**config.mk**
```make
export PLATFORM = sky130hd
export DESIGN_NAME = decimal_with_thousands_separator
export DESIGN_NICKNAME = d
export VERILOG_FILES = /design/src/rtl/dtsep_pkg.sv /design/src/rtl/decimal_with_thousands_separator.sv /design/src/rtl/dtsep_rom.sv /design/src/rtl/dtsep_datapath.sv
export SDC_FILE = /design/constraint.sdc
export NUM_CORES = 1
export LEC_CHECK = 0
export BUFFER_PORTS_ARGS = -buffer_cell sky130_fd_sc_hd__buf_2
export CORE_ASPECT_RATIO = 0.6
export CORE_MARGIN = 1
export CORE_UTILIZATION = 40
export DETAILED_ROUTE_END_ITERATION = 8
export PLACE_DENSITY_LB_ADDON = 0.25
export SYNTH_ARGS = -nofsm -noshare
export SYNTH_HDL_FRONTEND = slang
export SYNTH_SLANG_ARGS = --single-unit
```
**constraint.sdc**
```tcl
create_clock -name clk -period 10.4 [get_ports clk]
set_clock_uncertainty 0.2 [all_clocks]
set_input_delay 2.08 -clock clk [delete_from_list [all_inputs] [get_ports clk]]
set_output_delay 2.08 -clock clk [all_outputs]
set_load 0.02 [all_outputs]
```
**src/rtl/dtsep_pkg.sv**
```systemverilog
// ----------------------------------------------------------------------------
// dtsep_pkg
// shared types, constants and control word layout for the decimal formatter
// ----------------------------------------------------------------------------
package dtsep_pkg;

	localparam int unsigned VALUE_W    = 64;
	localparam int unsigned CHAR_W     = 8;
	localparam int unsigned DIGITS     = 20;
	localparam int unsigned BCD_W      = 4 * DIGITS;
	localparam int unsigned BITS_STEP  = 4;
	localparam int unsigned CONV_STEPS = VALUE_W / BITS_STEP;
	localparam int unsigned CNT_W      = $clog2(CONV_STEPS);
	localparam int unsigned LEFT_W     = $clog2(DIGITS + 1);
	localparam int unsigned PC_W       = 3;

	localparam logic [CHAR_W-1:0] ASCII_ZERO_HI = 8'h30;
	localparam logic [CHAR_W-1:0] ASCII_COMMA   = 8'h2C;

	typedef logic [PC_W-1:0] pc_t;

	// program step addresses
	localparam pc_t PC_IDLE  = 3'd0;
	localparam pc_t PC_CONV  = 3'd1;
	localparam pc_t PC_SKIP  = 3'd2;
	localparam pc_t PC_DIGIT = 3'd3;
	localparam pc_t PC_COMMA = 3'd4;

	typedef enum logic [2:0] {
		OP_NONE,
		OP_LOAD,
		OP_DABBLE,
		OP_SKIP,
		OP_EMIT
	} op_t;

	typedef enum logic [1:0] {
		OUT_NONE,
		OUT_DIGIT,
		OUT_COMMA
	} out_sel_t;

	typedef enum logic [2:0] {
		COND_NEVER,
		COND_ALWAYS,
		COND_NO_INPUT,
		COND_CNT_BUSY,
		COND_LEAD_ZERO,
		COND_DIGIT_HOLD,
		COND_STALL,
		COND_LAST
	} cond_t;

	typedef struct packed {
		logic     in_ready;
		op_t      op;
		out_sel_t out_sel;
		cond_t    hold_cond;
		cond_t    jump_cond;
		pc_t      target;
	} ctl_word_t;

	typedef struct packed {
		logic cnt_busy;
		logic lead_zero;
		logic last;
		logic comma_due;
	} dp_status_t;

	// group position counter, counts down 2,1,0,2,...
	function automatic logic [1:0] mod3_dec(input logic [1:0] m);
		logic [1:0] r;
		r = (m == 2'd0) ? 2'd2 : m - 2'd1;
		return r;
	endfunction

endpackage

```
**src/rtl/decimal_with_thousands_separator.sv**
```systemverilog
// ----------------------------------------------------------------------------
// decimal_with_thousands_separator
// formats an unsigned 64-bit number as ascii decimal text with commas
// ----------------------------------------------------------------------------
// usage
//   input channel: in_valid / in_stall with a 64-bit value word. a word is
//   taken only while the block is idle; in_stall is high for the rest.
//   output channel: out_valid / out_stall, one ascii character per word,
//   most significant first, last high on the final digit. the leading group
//   has no leading zeros, each later group is a comma and three digits, and
//   zero gives a single "0". at most 26 characters per number.
//   timing: binary to bcd conversion first (four bits a cycle), then a
//   zero-skip pass that shifts the suppressed leading zeros out of the bcd
//   shift register, then the characters while out_stall is low, then back
//   to idle.
//   a stall on the output holds the character and last steady until taken.
//   reset (arst_n low) returns the program counter to idle at once; any
//   number in flight is dropped and nothing is emitted for it.
// ----------------------------------------------------------------------------
module decimal_with_thousands_separator (
	input  logic                          clk,
	input  logic                          arst_n,
	input  logic                          in_valid,
	output logic                          in_stall,
	input  logic [dtsep_pkg::VALUE_W-1:0] value,
	output logic                          out_valid,
	input  logic                          out_stall,
	output logic [dtsep_pkg::CHAR_W-1:0]  character,
	output logic                          last
);

	dtsep_pkg::pc_t        pc_q;
	dtsep_pkg::pc_t        pc_next;
	dtsep_pkg::ctl_word_t  ctl;
	dtsep_pkg::dp_status_t status;
	logic                  hold;
	logic                  jump;

	// control word for the current step
	dtsep_rom u_rom (
		.pc   (pc_q),
		.word (ctl)
	);

	dtsep_datapath u_dp (
		.clk       (clk),
		.arst_n    (arst_n),
		.ctl       (ctl),
		.in_valid  (in_valid),
		.out_stall (out_stall),
		.value     (value),
		.character (character),
		.last      (last),
		.status    (status)
	);

	assign in_stall  = !ctl.in_ready;
	assign out_valid = (ctl.out_sel != dtsep_pkg::OUT_NONE);

	// condition mux, shared by the hold and jump fields
	function automatic logic eval_cond(
		input dtsep_pkg::cond_t      c,
		input dtsep_pkg::dp_status_t st,
		input logic                  iv,
		input logic                  os
	);
		logic r;
		case (c)
			dtsep_pkg::COND_NEVER:      r = 1'b0;
			dtsep_pkg::COND_ALWAYS:     r = 1'b1;
			dtsep_pkg::COND_NO_INPUT:   r = !iv;
			dtsep_pkg::COND_CNT_BUSY:   r = st.cnt_busy;
			dtsep_pkg::COND_LEAD_ZERO:  r = st.lead_zero;
			// stay on the digit step while stalled, or when the next digit
			// follows in the same group
			dtsep_pkg::COND_DIGIT_HOLD: r = os || (!st.last && !st.comma_due);
			dtsep_pkg::COND_STALL:      r = os;
			dtsep_pkg::COND_LAST:       r = st.last;
			default:                    r = 1'b0;
		endcase
		return r;
	endfunction

	assign hold = eval_cond(ctl.hold_cond, status, in_valid, out_stall);
	assign jump = eval_cond(ctl.jump_cond, status, in_valid, out_stall);

	// sequencer: hold, else jump, else fall through to the next step
	always_comb begin
		if (hold) begin
			pc_next = pc_q;
		end else if (jump) begin
			pc_next = ctl.target;
		end else begin
			pc_next = pc_q + dtsep_pkg::PC_W'(1);
		end
	end

	always_ff @(posedge clk or negedge arst_n) begin
		if (!arst_n) begin
			pc_q <= dtsep_pkg::PC_IDLE;
		end else begin
			pc_q <= pc_next;
		end
	end

	// a comma never ends the text
	a_comma_not_last: assert property (@(posedge clk) disable iff (!arst_n)
		(out_valid && character == dtsep_pkg::ASCII_COMMA) |-> !last)
		else $error("comma flagged as last character");

	// a taken comma is always followed by a digit
	a_comma_then_digit: assert property (@(posedge clk) disable iff (!arst_n)
		(out_valid && !out_stall && character == dtsep_pkg::ASCII_COMMA) |=>
		(out_valid && character != dtsep_pkg::ASCII_COMMA))
		else $error("comma not followed by a digit");

	// nothing more comes out after the last character is taken
	a_quiet_after_last: assert property (@(posedge clk) disable iff (!arst_n)
		(out_valid && !out_stall && last) |=> !out_valid)
		else $error("output valid right after last character");

	// no input taken while characters are still pending
	a_no_accept_busy: assert property (@(posedge clk) disable iff (!arst_n)
		out_valid |-> in_stall)
		else $error("input accepted while emitting");

	// an accepted number enters conversion and shows no output next cycle
	a_accept_starts_conv: assert property (@(posedge clk) disable iff (!arst_n)
		(in_valid && !in_stall) |=> (!out_valid && status.cnt_busy))
		else $error("conversion did not start after accept");

endmodule

```
**src/rtl/dtsep_rom.sv**
```systemverilog
// ----------------------------------------------------------------------------
// dtsep_rom
// microcode store: one control word per program step
// ----------------------------------------------------------------------------
module dtsep_rom (
	input  dtsep_pkg::pc_t       pc,
	output dtsep_pkg::ctl_word_t word
);

	always_comb begin
		case (pc)
			dtsep_pkg::PC_IDLE: begin
				word = '{1'b1, dtsep_pkg::OP_LOAD, dtsep_pkg::OUT_NONE,
					dtsep_pkg::COND_NO_INPUT, dtsep_pkg::COND_NEVER, dtsep_pkg::PC_IDLE};
			end
			dtsep_pkg::PC_CONV: begin
				word = '{1'b0, dtsep_pkg::OP_DABBLE, dtsep_pkg::OUT_NONE,
					dtsep_pkg::COND_CNT_BUSY, dtsep_pkg::COND_NEVER, dtsep_pkg::PC_IDLE};
			end
			dtsep_pkg::PC_SKIP: begin
				word = '{1'b0, dtsep_pkg::OP_SKIP, dtsep_pkg::OUT_NONE,
					dtsep_pkg::COND_LEAD_ZERO, dtsep_pkg::COND_NEVER, dtsep_pkg::PC_IDLE};
			end
			dtsep_pkg::PC_DIGIT: begin
				word = '{1'b0, dtsep_pkg::OP_EMIT, dtsep_pkg::OUT_DIGIT,
					dtsep_pkg::COND_DIGIT_HOLD, dtsep_pkg::COND_LAST, dtsep_pkg::PC_IDLE};
			end
			dtsep_pkg::PC_COMMA: begin
				word = '{1'b0, dtsep_pkg::OP_NONE, dtsep_pkg::OUT_COMMA,
					dtsep_pkg::COND_STALL, dtsep_pkg::COND_ALWAYS, dtsep_pkg::PC_DIGIT};
			end
			default: begin
				word = '{1'b0, dtsep_pkg::OP_NONE, dtsep_pkg::OUT_NONE,
					dtsep_pkg::COND_NEVER, dtsep_pkg::COND_ALWAYS, dtsep_pkg::PC_IDLE};
			end
		endcase
	end

endmodule

```
**src/rtl/dtsep_datapath.sv**
```systemverilog
// ----------------------------------------------------------------------------
// dtsep_datapath
// binary to bcd shift register, digit counters and character output
// ----------------------------------------------------------------------------
module dtsep_datapath (
	input  logic                              clk,
	input  logic                              arst_n,
	input  dtsep_pkg::ctl_word_t              ctl,
	input  logic                              in_valid,
	input  logic                              out_stall,
	input  logic [dtsep_pkg::VALUE_W-1:0]     value,
	output logic [dtsep_pkg::CHAR_W-1:0]      character,
	output logic                              last,
	output dtsep_pkg::dp_status_t             status
);

	logic [dtsep_pkg::VALUE_W-1:0] bin_q;
	logic [dtsep_pkg::BCD_W-1:0]   bcd_q;
	logic [dtsep_pkg::CNT_W-1:0]   cnt_q;
	logic [dtsep_pkg::LEFT_W-1:0]  left_q;
	logic [1:0]                    mod3_q;

	logic [dtsep_pkg::VALUE_W-1:0] bin_dab;
	logic [dtsep_pkg::BCD_W-1:0]   bcd_dab;
	logic [3:0]                    top_digit;
	logic                          shift_digit;

	// several shift-add-3 steps per cycle
	always_comb begin
		logic [dtsep_pkg::VALUE_W-1:0] b;
		logic [dtsep_pkg::BCD_W-1:0]   d;
		b = bin_q;
		d = bcd_q;
		for (int s = 0; s < dtsep_pkg::BITS_STEP; s++) begin
			for (int k = 0; k < dtsep_pkg::DIGITS; k++) begin
				if (d[4*k +: 4] >= 4'd5) begin
					d[4*k +: 4] = d[4*k +: 4] + 4'd3;
				end
			end
			d = {d[dtsep_pkg::BCD_W-2:0], b[dtsep_pkg::VALUE_W-1]};
			b = {b[dtsep_pkg::VALUE_W-2:0], 1'b0};
		end
		bin_dab = b;
		bcd_dab = d;
	end

	assign top_digit = bcd_q[dtsep_pkg::BCD_W-1 -: 4];

	assign status.cnt_busy  = (cnt_q != '0);
	assign status.lead_zero = (top_digit == 4'd0) && (left_q > dtsep_pkg::LEFT_W'(1));
	assign status.last      = (left_q == dtsep_pkg::LEFT_W'(1));
	assign status.comma_due = (mod3_q == 2'd1);

	always_comb begin
		case (ctl.op)
			dtsep_pkg::OP_SKIP: shift_digit = status.lead_zero;
			dtsep_pkg::OP_EMIT: shift_digit = !out_stall;
			default:            shift_digit = 1'b0;
		endcase
	end

	always_ff @(posedge clk or negedge arst_n) begin
		if (!arst_n) begin
			cnt_q  <= '0;
			left_q <= dtsep_pkg::LEFT_W'(1);
			mod3_q <= 2'd1;
		end else begin
			if (ctl.op == dtsep_pkg::OP_LOAD && in_valid) begin
				cnt_q  <= dtsep_pkg::CNT_W'(dtsep_pkg::CONV_STEPS - 1);
				left_q <= dtsep_pkg::LEFT_W'(dtsep_pkg::DIGITS);
				mod3_q <= 2'(dtsep_pkg::DIGITS % 3);
			end else if (ctl.op == dtsep_pkg::OP_DABBLE) begin
				cnt_q <= cnt_q - dtsep_pkg::CNT_W'(1);
			end else if (shift_digit) begin
				left_q <= left_q - dtsep_pkg::LEFT_W'(1);
				mod3_q <= dtsep_pkg::mod3_dec(mod3_q);
			end
		end
	end

	// payload registers, no reset
	always_ff @(posedge clk) begin
		if (ctl.op == dtsep_pkg::OP_LOAD && in_valid) begin
			bin_q <= value;
			bcd_q <= '0;
		end else if (ctl.op == dtsep_pkg::OP_DABBLE) begin
			bin_q <= bin_dab;
			bcd_q <= bcd_dab;
		end else if (shift_digit) begin
			bcd_q <= {bcd_q[dtsep_pkg::BCD_W-5:0], 4'd0};
		end
	end

	always_comb begin
		case (ctl.out_sel)
			dtsep_pkg::OUT_DIGIT: begin
				character = dtsep_pkg::ASCII_ZERO_HI | {4'd0, top_digit};
				last      = status.last;
			end
			dtsep_pkg::OUT_COMMA: begin
				character = dtsep_pkg::ASCII_COMMA;
				last      = 1'b0;
			end
			default: begin
				character = dtsep_pkg::ASCII_ZERO_HI;
				last      = 1'b0;
			end
		endcase
	end

endmodule
```
==> results.ini, run 1 <==
[outcome]
status = finished clean

[synthesis]
synth-edff-count = 64
synth_top_family_by_area = compound AO/OA/AOI/OAI gates
muxShareOfSynthArea = 0.05862
ys.warnings.count = 0
mappedNetlistArea_um2 = 15070
avgSynthCellArea_um2 = 7.645
yosysUniqueCellTypes = 106
synthFlopType = dfxtp_1
synth_seq_area_share = 0.2572
yosys.area_share.simple = 0.2114
synth_compound_area_frac = 0.2873
ys_async_sr_fraction = 0.08861
synthAdderAreaFrac = 0.07473
synth_xor_area_frac = 0.06037
ys_ff_latch = 158
syn_inst = 1971

[global_route]
grt_first_pass_wirelength_um = 61380
grt_max_degree = 86
antenna_found_initial = 0
grt.overflow.total = 0
first_global_vias = 12590
grtUsageTotal = 0.1894

[die]
core_um2 = 36690
die_h_um = 152.3
io_pins = 79
floorplan.initialDensity = 0.4107
die_area_um2 = 38480
die_w_um = 252.6
core.rowCount = 54

[sta]
min_period_ps = 4629
maxSlewViolCount = 0
worst_pin_slew_ps = 981.8
finalCritPeriodShare = 0.4451
rsz0062_at_grt = false
fin_tns_setup_ps = 0
setup_viol = 0
hold_viol_final = 0
fmax_mhz = 216.0
slew-limit-headroom = 0.3455

[layout]
layout-drive-gt1-share = 0.1217
fin_util = 0.4471
layout.nets = 2158
n_antenna_cell = 0
syn2layout_area_growth_pct = 8.868

[setup_path]
startpoint_type = flop
crit_path_end_kind = flop
crit_required_ps = 10550
cp_max_fo = 11
crit_arrival_ps = 4780
path_class = reg -> reg

[route]
drtAntennaViolNets = 0
wl_um = 36350
vias = 13770
wl_per_cell_um = 14.44
drc_errors = 0
first_pass_iters = 5
drt-initial-drc-count = 1003
vias_per_cell = 5.472

[cts]
postCtsResizedCells = 0
htreeDepth = 4
clk_pin_slew_ps = 70
cts_hold_buf = 0
cts_buffers = 17
clkSinkCount = 158
clock_path_buffers = 2
cts_tree = built
clk_latency_ps = 450
root_buffer = clkbuf_16
postCtsSetupRepairBufs = 0

[placed_design]
port_buffers = 75
place_hpwl_um = 25940
routabilityCongestion = 0.8449

[flow_run]
drv_cap = 0

[worst_hold_path]
hold_class = reg -> reg

-- synthesized netlist by cell type, types with 21 or more instances --
cell / count / share of area
mux2i_1: 53 / 0.035
nand3_1: 27 / 0.0090
a21oi_1: 183 / 0.061
nand2_1: 317 / 0.079
dfxtp_1: 80 / 0.11
nand2b_1: 32 / 0.013
nor2b_1: 23 / 0.0095
xnor2_1: 40 / 0.023
mux2_2: 22 / 0.016
ha_1: 90 / 0.075
inv_1: 105 / 0.026
a21oi_2: 23 / 0.013
edfxtp_1: 64 / 0.13
a31oi_1: 40 / 0.017
o22ai_1: 26 / 0.011
clkbuf_1: 49 / 0.012
o21ai_0: 129 / 0.043
xor2_1: 21 / 0.012
nor2_1: 212 / 0.053
o21ai_1: 48 / 0.016
nor3b_1: 25 / 0.012
a211oi_1: 23 / 0.011
-- flip-flops by register name, indices dropped and copies added (netlist names) --
name / cells
u_dp.left_q: 5
u_dp.bin_q: 64
u_dp.bcd_q: 80
pc_q: 3
u_dp.cnt_q: 4
u_dp.mod3_q: 2
-- layout make-up --
class	count	area (µm²)
Fill cell	3604	20280
Sequential cell	158	3876
Timing Repair Buffer	84	442.9
Multi-Input combinational cell	1629	10480
Clock inverter	14	135.1
Clock buffer	18	429.2
Tap cell	504	630.6
Inverter	110	412.9
-- worst max-delay path: stages, from the launching register on --
cell      delay [ps]
dfxtp_1          360
inv_1            140
ha_1             220
nand2b_1          80
a21oi_1          410
mux2i_1          790
a21oi_1          150
xnor2_1          220
ha_1             200
nand2b_1         130
a311o_1          390
xnor2_1          300
ha_1             260
nor2b_1          140
o21ai_1          100
o21ai_1          140
a21oi_1           50
a211oi_1         240
-- final timing paths --
path | cells after the start | slack (ps) | start | endpoint
worst max-delay path | 17 | 5770 | u_dp.bcd_q[72] | u_dp.bcd_q[78]
worst min-delay path | 2 | 240 | u_dp.bin_q[60] | u_dp.bcd_q[0]
worst max register to register | 17 | 5770 | u_dp.bcd_q[72] | u_dp.bcd_q[78]
worst min register to register | 2 | 240 | u_dp.bin_q[60] | u_dp.bcd_q[0]
max in group asynchronous | 1 | 8390 | arst_n | u_dp.left_q[0]
min in group asynchronous | 1 | 1320 | arst_n | u_dp.mod3_q[1]
-- per-stage QoR --
stage	instance area (µm²)	hold slack [ps]	std cells	setup WS [ps]
finish	16400	241.1	2517	5771
global route	16400	289.7	2517	5307
CTS	16400	250.2	2517	5781
detailed placement	15840	240.0	2485	5592
global placement	15840	223.7	2485	5614
floorplan	15070	208.1	1972	5391
-- cell families (layout without fill, tap and decap cells) --
family,after synthesis,in the layout
adder cells (fa/ha/maj),90,90
other,2,3
flip-flops,158,158
buffers and inverters,185,226
AND/OR/NAND/NOR,718,718
AO/OA/AOI/OAI,654,654
XOR/XNOR,82,82
multiplexers,82,82
-- per-layer routing --
metal | up-vias | GRT usage | wire, µm
li1 | 7143 | - | -
met1 | 6346 | 0.2924 | 19820
met2 | 268 | 0.2775 | 14800
met3 | 15 | 0.02682 | 1514
met4 | 0 | 0.03434 | 224
met5 | - | 0 | 0
-- cell usage in the layout, fill, tap and decap left out, drive strengths merged, types with 8 or more instances in the layout --
cell type  count
mux2          25
dfrtp         12
nor2b         23
a221oi        20
nand2        317
buf           84
a211oi        25
nor2         212
xor2          22
nand3         27
o211ai        10
a21o          16
o21a          16
o21ai        181
clkbuf        18
nor3          18
ha            90
nor3b         26
inv          116
a31oi         45
o32ai         10
edfxtp        64
o22ai         28
xnor2         60
dfxtp         80
mux2i         57
and3          12
o31ai          8
o21bai         9
or2            9
a21oi        212
and2          16
nand2b        33
Power of run 1 is left out: the tool's default activity adds up to more than one toggle a clock period on the data nets, which glitch-free logic cannot reach.
==> inputs of run 2 (changes only) <==
- clock period: 10.4 -> 4.3 ns (I/O delays scaled with it)
==> run 2 against run 1 <==
  * Critical path depth grew 3
  * Die area is the same
  * Sequential cell count is the same
  * Hold slack lost 130 ps
==> results.ini, run 2 (synthesized netlist as in run 1, its figures left out) <==
[die]
die_area_um2 = 38480  ; unchanged
die_h_um = 152.3  ; unchanged
core_um2 = 36690  ; unchanged
io_pins = 79  ; unchanged
floorplan.initialDensity = 0.4107  ; unchanged
core.rowCount = 54  ; unchanged
die_w_um = 252.6  ; unchanged

[placed_design]
port_buffers = 75  ; unchanged
place_hpwl_um = 26600  ; was 25,940 µm
dp_worst_setup_slack_ps = 91.59  ; was 5592 ps
placedCellCount = 2495  ; was 2,485
routabilityCongestion = 0.8333  ; was 0.8449

[cts]
clk_latency_ps = 450  ; about the same
htreeDepth = 4  ; unchanged
cts_tree = built  ; unchanged
cts_hold_buf = 0  ; unchanged
cts_buffers = 17  ; unchanged
clk_pin_slew_ps = 70  ; about the same
clock_path_buffers = 2  ; unchanged
root_buffer = clkbuf_16  ; unchanged
clkSinkCount = 158  ; unchanged

[sta]
fmax_mhz = 248.5  ; was 216.0 MHz
min_period_ps = 4024  ; was 4629 ps
fin_tns_setup_ps = 0  ; unchanged
slew-limit-headroom = 0.4806  ; was 0.3455
setup_viol = 0  ; unchanged
worst_pin_slew_ps = 773.5  ; was 981.8 ps
maxSlewViolCount = 0  ; unchanged
hold_viol_final = 0  ; unchanged
setup_slack_ps = 276.2  ; was 5771 ps
finalCritPeriodShare = 0.9358  ; was 0.4451

[layout]
n_antenna_cell = 0  ; unchanged
largest_reg_flops = 80  ; unchanged
layout-drive-gt1-share = 0.1342  ; was 0.1217
regMostFlops = u_dp.bcd_q  ; unchanged
regArea_um2 = 3877  ; was 3876 µm²
fin_util = 0.4549  ; was 0.4471
num-fill-cells = 3583  ; was 3,604
multi_input_area_um2 = 10550  ; was 10,480 µm²
largestRegisters = u_dp.bcd_q: 80 flops, u_dp.bin_q: 64 flops, u_dp.left_q: 5 flops  ; unchanged
fin_cells = 2531  ; was 2,517
final_common_cell = nand2_1  ; unchanged
final_cell_mix = 316 x nand2_1, 212 x nor2_1, 180 x a21oi_1  ; was 316 x nand2_1, 212 x nor2_1, 183 x a21oi_1
syn2layout_area_growth_pct = 10.77  ; was 8.868%
layout.nets = 2172  ; was 2,158

[global_route]
first_global_vias = 12460  ; was 12,590
grtUsageTotal = 0.1915  ; was 0.1894
grt_first_pass_wirelength_um = 61810  ; was 61,380 µm
grt.overflow.total = 0  ; unchanged
antenna_found_initial = 0  ; unchanged
grt_max_degree = 93  ; was 86

[route]
wl_per_cell_um = 14.67  ; was 14.44 µm
vias_per_cell = 5.498  ; was 5.472
drt-initial-drc-count = 1089  ; was 1,003
drc_errors = 0  ; unchanged
wl_um = 37140  ; was 36,350 µm
drtAntennaViolNets = 0  ; unchanged
first_pass_iters = 5  ; unchanged
vias = 13920  ; was 13,770

[outcome]
status = finished clean  ; unchanged

[setup_path]
path_class = reg -> reg  ; unchanged
cp_max_fo = 5  ; was 11
startpoint_type = flop  ; unchanged
crit_arrival_ps = 4140  ; was 4780 ps
crit_path_end_kind = flop  ; unchanged
crit_required_ps = 4410  ; was 10,550 ps

[worst_hold_path]
hold_class = in -> async  ; was reg -> reg

[flow_run]
drv_cap = 0  ; unchanged

run 2: cell types whose count changed in the layout (fill, tap and decap cells not counted), moves of 3 or more:
cell	change
xnor2_2	+4
buf_4	+8
a21oi_1	-3
buf_12	+6
xnor2_1	-4
run 2: repair_timing:
action / 4_1_cts / 5_1_grt
endpoints found under the hold margin: 0 / 0
gates resized for setup: 0 / 16
buffers inserted: 0 / 4
endpoints found under the setup margin: 0 / 3
run 2: worst paths after layout:
check,start,endpoint,slack [ps],cells past startpoint
setup / recovery,u_dp.bcd_q[72],u_dp.bcd_q[78],280,20
hold / removal,arst_n,u_dp.cnt_q[1],110,1
setup reg to reg,u_dp.bcd_q[72],u_dp.bcd_q[78],280,20
hold reg to reg,u_dp.bin_q[60],u_dp.bcd_q[0],230,2
max in group asynchronous,arst_n,u_dp.mod3_q[0],3500,1
min in group clk,u_dp.bin_q[60],u_dp.bcd_q[0],230,2
run 2: cell type report:
| class | instances | share of cell area |
|---|---|---|
| Clock buffer | 19 | 0.02721 |
| Clock inverter | 13 | 0.008321 |
| Inverter | 110 | 0.02474 |
| Multi-Input combinational cell | 1629 | 0.6323 |
| Sequential cell | 158 | 0.2323 |
| Tap cell | 504 | 0.03778 |
| Timing Repair Buffer | 98 | 0.03733 |
run 2: routing by layer:
metal	vias up	routed length [µm]	track usage
met5	-	0	0
met4	0	201	0.02626
met3	18	1492	0.02699
met2	269	15220	0.2760
met1	6473	20230	0.3025
li1	7155	-	-
run 2: critical path, stage by stage (launching register included):
cell	delay [ps]
dfxtp_2	380
inv_1	100
ha_1	240
nand2b_1	130
nor3b_2	250
a21oi_2	70
inv_1	100
ha_1	170
o21ai_0	100
a21boi_1	230
inv_1	90
ha_1	190
nand2b_1	130
a311o_1	410
xnor2_2	190
ha_2	190
nor2b_1	120
o21ai_1	220
o21ai_1	100
a21oi_1	200
a211oi_2	60
run 2: through the flow:
| step | hold WS [ps] | cell area, µm² |
|---|---|---|
| 4_1_cts | 105.2 | 16580 |
| 5_1_grt | 122.0 | 16690 |
| 3_5_place_dp | 225.0 | 15990 |
| 3_3_place_gp | 230.7 | 15990 |
| 2_1_floorplan | 208.1 | 15070 |
| 6_report | 106.2 | 16690 |
Power of run 2 is left out for the same reason.
